<file path="src/design/cd_pkg.sv">
// ----------------------------------------------------------------------------
// cd_pkg: shared definitions for the circular deque
// Depth, field widths, operation and status codes, and the per-cell control.
// ----------------------------------------------------------------------------
package cd_pkg;

    // Number of words the deque holds.
    localparam int DEPTH = 4;

    // Widths derived from the depth.
    localparam int IDX_W  = (DEPTH > 1) ? $clog2(DEPTH) : 1;
    localparam int CNT_W  = $clog2(DEPTH + 1);
    localparam int WORD_W = 32;

    // Operation codes carried by the opcode field.
    typedef enum logic [1:0] {
        OP_PUSH_REAR  = 2'd0,
        OP_PUSH_FRONT = 2'd1,
        OP_POP_FRONT  = 2'd2,
        OP_POP_REAR   = 2'd3
    } opcode_t;

    // Result status codes.
    typedef enum logic [1:0] {
        ST_DONE  = 2'd0,
        ST_FULL  = 2'd1,
        ST_EMPTY = 2'd2
    } status_t;

    // Control for one storage cell in a given cycle.
    typedef struct packed {
        logic load;       // capture the pushed word
        logic take_prev;  // capture the neighbor toward the front
        logic take_next;  // capture the neighbor toward the rear
    } cell_ctl_t;

endpackage

</file>
<file path="src/design/cd_cell.sv">
// ----------------------------------------------------------------------------
// cd_cell: one word of the deque
// Holds one slot and, on command, loads the pushed word or shifts in the
// word of either neighbor.
// ----------------------------------------------------------------------------
module cd_cell (
    input  logic                                    clk,
    input  cd_pkg::cell_ctl_t                       ctl,
    input  logic signed [cd_pkg::WORD_W-1:0]        prev_data,
    input  logic signed [cd_pkg::WORD_W-1:0]        next_data,
    input  logic signed [cd_pkg::WORD_W-1:0]        load_data,
    output logic signed [cd_pkg::WORD_W-1:0]        data
);

    logic signed [cd_pkg::WORD_W-1:0] data_reg;
    logic signed [cd_pkg::WORD_W-1:0] data_next;

    // Select what this cell holds next cycle.
    always_comb
    begin
        data_next = data_reg;
        if (ctl.load)
        begin
            data_next = load_data;
        end
        else if (ctl.take_prev)
        begin
            data_next = prev_data;
        end
        else if (ctl.take_next)
        begin
            data_next = next_data;
        end
    end

    // Word storage needs no reset: the count guards every read.
    always_ff @(posedge clk)
    begin
        data_reg <= data_next;
    end

    assign data = data_reg;

endmodule

</file>
<file path="src/design/circular_deque.sv">
// ----------------------------------------------------------------------------
// circular_deque: double-ended queue built as a row of shifting word cells
// Result: a beat taken at a clock edge is registered there and shows its result, with done high, in the cycle after.
// Throughput: one operation per cycle; busy stays low, the update is one cell-row step.
// Reset: the count and the done strobe clear at once; word cells are not cleared.
// ----------------------------------------------------------------------------
module circular_deque (
    input  logic                                    clk,
    input  logic                                    rst_n,
    input  logic                                    start,
    output logic                                    busy,
    input  logic [1:0]                              opcode,
    input  logic signed [cd_pkg::WORD_W-1:0]        value,
    output logic                                    done,
    output logic [1:0]                              status,
    output logic signed [cd_pkg::WORD_W-1:0]        removed_value,
    output logic [cd_pkg::CNT_W-1:0]                occupancy
);

    // The front word lives in cell 0; words fill toward higher cells.
    logic signed [cd_pkg::WORD_W-1:0] cell_data [cd_pkg::DEPTH];
    cd_pkg::cell_ctl_t                cell_ctl  [cd_pkg::DEPTH];

    logic [cd_pkg::CNT_W-1:0]         count_reg;
    logic [cd_pkg::CNT_W-1:0]         count_next;
    logic                             done_reg;
    logic [1:0]                       status_reg;
    logic [1:0]                       status_next;
    logic signed [cd_pkg::WORD_W-1:0] removed_reg;
    logic signed [cd_pkg::WORD_W-1:0] removed_next;
    logic [cd_pkg::CNT_W-1:0]         occupancy_reg;

    logic                             accept;
    logic                             full;
    logic                             empty;
    logic                             do_push_rear;
    logic                             do_push_front;
    logic                             do_pop_front;
    logic                             do_pop_rear;
    logic [cd_pkg::IDX_W-1:0]         rear_idx;
    logic [cd_pkg::CNT_W-1:0]         count_dec;

    // Every beat completes in the cycle it is taken.
    assign busy   = 1'b0;
    assign accept = start && !busy;

    assign full  = (count_reg == cd_pkg::CNT_W'(cd_pkg::DEPTH));
    assign empty = (count_reg == '0);

    // Decode the operation against the fill level.
    always_comb
    begin
        do_push_rear  = 1'b0;
        do_push_front = 1'b0;
        do_pop_front  = 1'b0;
        do_pop_rear   = 1'b0;
        status_next   = cd_pkg::ST_DONE;
        if (accept)
        begin
            unique case (opcode)
                cd_pkg::OP_PUSH_REAR:
                begin
                    do_push_rear = !full;
                    status_next  = full ? cd_pkg::ST_FULL : cd_pkg::ST_DONE;
                end
                cd_pkg::OP_PUSH_FRONT:
                begin
                    do_push_front = !full;
                    status_next   = full ? cd_pkg::ST_FULL : cd_pkg::ST_DONE;
                end
                cd_pkg::OP_POP_FRONT:
                begin
                    do_pop_front = !empty;
                    status_next  = empty ? cd_pkg::ST_EMPTY : cd_pkg::ST_DONE;
                end
                cd_pkg::OP_POP_REAR:
                begin
                    do_pop_rear = !empty;
                    status_next = empty ? cd_pkg::ST_EMPTY : cd_pkg::ST_DONE;
                end
                default:
                begin
                    status_next = cd_pkg::ST_DONE;
                end
            endcase
        end
    end

    // The rear word sits one below the count.
    assign count_dec = count_reg - cd_pkg::CNT_W'(1);
    assign rear_idx  = count_dec[cd_pkg::IDX_W-1:0];

    // Word handed back by a successful pop.
    always_comb
    begin
        removed_next = '0;
        if (do_pop_front)
        begin
            removed_next = cell_data[0];
        end
        else if (do_pop_rear)
        begin
            removed_next = cell_data[rear_idx];
        end
    end

    // Fill level after this beat.
    always_comb
    begin
        count_next = count_reg;
        if (do_push_rear || do_push_front)
        begin
            count_next = count_reg + cd_pkg::CNT_W'(1);
        end
        else if (do_pop_front || do_pop_rear)
        begin
            count_next = count_dec;
        end
    end

    // Row of cells: push front shifts toward the rear, pop front toward the front.
    for (genvar i = 0; i < cd_pkg::DEPTH; i++)
    begin : g_cell
        logic signed [cd_pkg::WORD_W-1:0] prev_word;
        logic signed [cd_pkg::WORD_W-1:0] next_word;

        if (i == 0)
        begin : g_first
            assign prev_word = value;
        end
        else
        begin : g_mid
            assign prev_word = cell_data[i-1];
        end

        if (i == cd_pkg::DEPTH - 1)
        begin : g_last
            assign next_word = cell_data[i];
        end
        else
        begin : g_inner
            assign next_word = cell_data[i+1];
        end

        assign cell_ctl[i].load      = do_push_rear && (count_reg == cd_pkg::CNT_W'(i));
        assign cell_ctl[i].take_prev = do_push_front;
        assign cell_ctl[i].take_next = do_pop_front;

        cd_cell u_cell (
            .clk       (clk),
            .ctl       (cell_ctl[i]),
            .prev_data (prev_word),
            .next_data (next_word),
            .load_data (value),
            .data      (cell_data[i])
        );
    end

    // Control state.
    always_ff @(posedge clk or negedge rst_n)
    begin
        if (!rst_n)
        begin
            count_reg <= '0;
            done_reg  <= 1'b0;
        end
        else
        begin
            count_reg <= count_next;
            done_reg  <= accept;
        end
    end

    // Result beat registers.
    always_ff @(posedge clk)
    begin
        if (accept)
        begin
            status_reg    <= status_next;
            removed_reg   <= removed_next;
            occupancy_reg <= count_next;
        end
    end

    assign done          = done_reg;
    assign status        = status_reg;
    assign removed_value = removed_reg;
    assign occupancy     = occupancy_reg;

endmodule
</file>
<file path="config.mk">
export PLATFORM = sky130hd
export DESIGN_NAME = circular_deque
export DESIGN_NICKNAME = d
export VERILOG_FILES = /design/src/design/cd_pkg.sv /design/src/design/cd_cell.sv /design/src/design/circular_deque.sv
export SDC_FILE = /design/constraint.sdc
export NUM_CORES = 1
export LEC_CHECK = 0
export BUFFER_PORTS_ARGS = -buffer_cell sky130_fd_sc_hd__buf_2
export CAP_MARGIN = 20
export CORE_ASPECT_RATIO = 1.75
export CORE_MARGIN = 2
export CORE_UTILIZATION = 55
export CTS_CLUSTER_SIZE = 20
export DETAILED_ROUTE_END_ITERATION = 16
export PLACE_DENSITY = 0.7
export RECOVER_POWER = 50
export SLEW_MARGIN = 5
export SYNTH_ARGS = -nofsm -noshare
export SYNTH_HDL_FRONTEND = slang
export SYNTH_SLANG_ARGS = --single-unit
</file>
<file path="constraint.sdc">
create_clock -name clk -period 9.5 [get_ports clk]
set_input_delay 2.85 -clock clk [delete_from_list [all_inputs] [get_ports clk]]
set_output_delay 2.85 -clock clk [all_outputs]
set_load 0.03 [all_outputs]
</file>
==> flow_summary_export.csv <==
group,metric,value,unit
outcome,status,"finished with violations",
outcome,violations,"max-capacitance violations, max-slew violations",
synth,seq_area_frac_synth,0.549,
timing,report.final.slew_viol_count,101,
routing,wl_met1,9.02,mm
worst_hold_path,hp-start,"g_cell[1].u_cell.data[30]",
layout,layout-drive-gt1-share,0.250,
global_route,first_global_vias,7339,
layout,fin_area,10100,sq um
synth,synth_top_cell_by_area,"edfxtp_1",
routing,wl,26.9,mm
synth,synth_top_area_frac,0.538,
layout,fin_cells,957,
floorplanning,core,16400,sq um
global_route,grt_max_degree,78,
placement,place.gp.congestion,0.837,
global_route,grt.total_usage,0.309,
layout,area_growth,9.81,%
routing,drc,0,
layout,fin_nets,763,
worst_setup_path,reg2reg_slack,4790,ps
synth,yosysWarningCount,0,
clock_tree,tritoncts,"yes",
global_route,antenna_found_initial,0,
timing,hold_ws,603,ps
routing,drt_pass1_iterations,8,
worst_hold_path,min-delay-path-class,"flop to flop",
clock_tree,cts_buffer_depth,2,
timing,setup_slack,3030,ps
timing,min_period_over_period,0.681,
clock_tree,clock-sinks,169,
worst_setup_path,r2r_cells,7,
layout,mostFrequentLayoutCell,"edfxtp_1",
floorplanning,start_util,0.560,
worst_setup_path,r2r_start,"count_reg[0]",
clock_tree,clkLatencyLatePin,430,ps
pwr,p_per_area,264,nW/um^2
worst_setup_path,cp.required,9760,ps
routing,highest_layer,"met4",
placement,port_buffers,74,
worst_hold_path,hold_path_end,"g_cell[0].u_cell.data[30]",
synth,synth.net_count,737,
synth,synth_area,9210,sq um
worst_setup_path,crit_fanout,77,
routing,routedWlPerCell,28.1,um
global_route,grt_pass1_wl,41.6,mm
pwr,p_leak,3.24,nW
layout,fillCellCount,1318,
floorplanning,pin_count,76,
synth,synth_cell_types,43,
floorplanning,die_h,175,um
routing,route.met2.wl,13.7,mm
layout,regArea,5060,sq um
placement,dp.cells,925,
placement,placed_area,9590,sq um
clock_tree,root_buffer,"clkbuf_16",
routing,dr_wl_met3,2.95,mm
timing,clock_skew,9.07,ps
pwr,ir_worst_vdd,147,uV
worst_setup_path,reg2reg_to,"g_cell[0].u_cell.data[17]",
timing,finalSetupViolations,0,
routing,drt_iter0_drc,993,
placement,hpwl,14.6,mm
worst_hold_path,min_path_cells,1,
layout,n_antenna_cell,0,
layout,largest_register_ffs,128,
routing,routed_via_density,7.45,
synth,synth_area_leaders,"edfxtp_1 54%, mux4_2 7.8%, mux2_2 7.0%",
clock_tree,post_cts_resized,0,
routing,vias,7133,
clock_tree,post_cts_buffers,0,
timing,period_minus_slack,6470,ps
clock_tree,postCtsHoldBufs,0,
placement,place_ws,3410,ps
timing,rsz0062_at_grt,"false",
layout,multi_input_area,3670,sq um
worst_setup_path,start_kind,"input port",
synth,syn_inst,694,
clock_tree,clk_pin_slew,70,ps
timing,max_freq,155,MHz
worst_setup_path,critPathKind,"input port to flop",
timing,fin_setup_tns,0,ps
timing,worstMarginPinSlew,3350,ps
synth,avgSynthCellArea,13.3,sq um
layout,final_cell_mix,"165 x edfxtp_1, 65 x nand4_1, 64 x o31ai_1, 64 x nor3_1, 64 x a31oi_1",
synth,synth-seq-cells,169,
routing,drt.antenna.violating_nets,0,
floorplanning,rows,62,
timing,relSlewSlack,-1.23,
run,cap_viol_max_count,2,
clock_tree,cts_buffers,17,
worst_setup_path,end_kind,"flop",
worst_setup_path,worst_ep_arrival_time,6720,ps
floorplanning,die_area,17800,sq um
clock_tree,htree_levels,4,
timing,hold_viol_final,0,
global_route,grt-ovfl-total,0,
floorplanning,die_w,102,um
cells by family (layout without fill, tap and decap cells):
group	count (synthesis)	in the layout	synth area share
AO/OA/AOI/OAI	169	169	0.134
flip-flops	169	169	0.549
AND/OR/NAND/NOR	154	154	0.0979
buffers and inverters	97	136	0.0527
multiplexers	96	96	0.157
adder cells (fa/ha/maj)	6	6	0.00815
XOR/XNOR	2	2	0.00190
other	1	1	0.000407
routing by layer:
layer / vias to the layer above / global-route usage
li1: 2949 / -
met1: 3432 / 0.382
met2: 633 / 0.503
met3: 119 / 0.0528
met4: 0 / 0.182
met5: - / 0
synthesized netlist by cell type, drive strengths merged:
cell,instances
a21bo,1
o31ai,64
o21ai,1
clkbuf,43
mux2,64
dfrtp,4
a21oi,2
nor4bb,1
a31oi,64
nor2b,2
conb,1
o221ai,1
xnor2,1
nand3,7
ha,6
nand2,1
a21boi,2
o32ai,1
nand3b,1
mux4,32
or3b,2
and3,1
xor2,1
a22o,32
nor3,66
and4,2
nand2b,2
nand4,65
buf,46
or4b,1
edfxtp,165
a22oi,1
nor2,3
inv,8
worst max-delay path: stages:
cell	delay (ps)
buf_2	100
buf_4	360
inv_1	170
clkbuf_1	2360
nand4_1	430
a31oi_1	370
area by class of cell:
type | instances | share of cell area
clock buffer | 18 | 0.0424
clock inverter | 14 | 0.0158
inverter | 8 | 0.00297
multi-input combinational | 428 | 0.362
sequential | 169 | 0.500
tap | 224 | 0.0277
timing repair buffer | 96 | 0.0486
how the worst max path moves through the flow:
stage	start	end	slack (ps)
6_report	opcode[1]	g_cell[2].u_cell.data[26]	3030
4_1_cts	start	g_cell[2].u_cell.data[10]	3860
5_1_grt	opcode[1]	g_cell[2].u_cell.data[26]	2880
3_3_place_gp	opcode[0]	g_cell[2].u_cell.data[4]	3400
2_1_floorplan	start	g_cell[1].u_cell.data[0]	4570
3_5_place_dp	start	g_cell[2].u_cell.data[4]	3410
through the flow:
| stage | utilization | power (mW) |
|---|---|---|
| after CTS | 0.619 | 2.67 |
| after detailed placement | 0.583 | 1.97 |
| after global placement | 0.582 | 1.94 |
| final | 0.615 | 2.67 |
| after floorplan | - | 1.73 |
| after global routing | 0.615 | 2.77 |
power by group:
| group | switching (mW) | internal, mW |
|---|---|---|
| combinational | 0.550 | 0.358 |
| clock | 0.313 | 0.394 |
| sequential | 0.0779 | 0.981 |
| total | 0.941 | 1.73 |
Power figures use the tool's default switching activity.
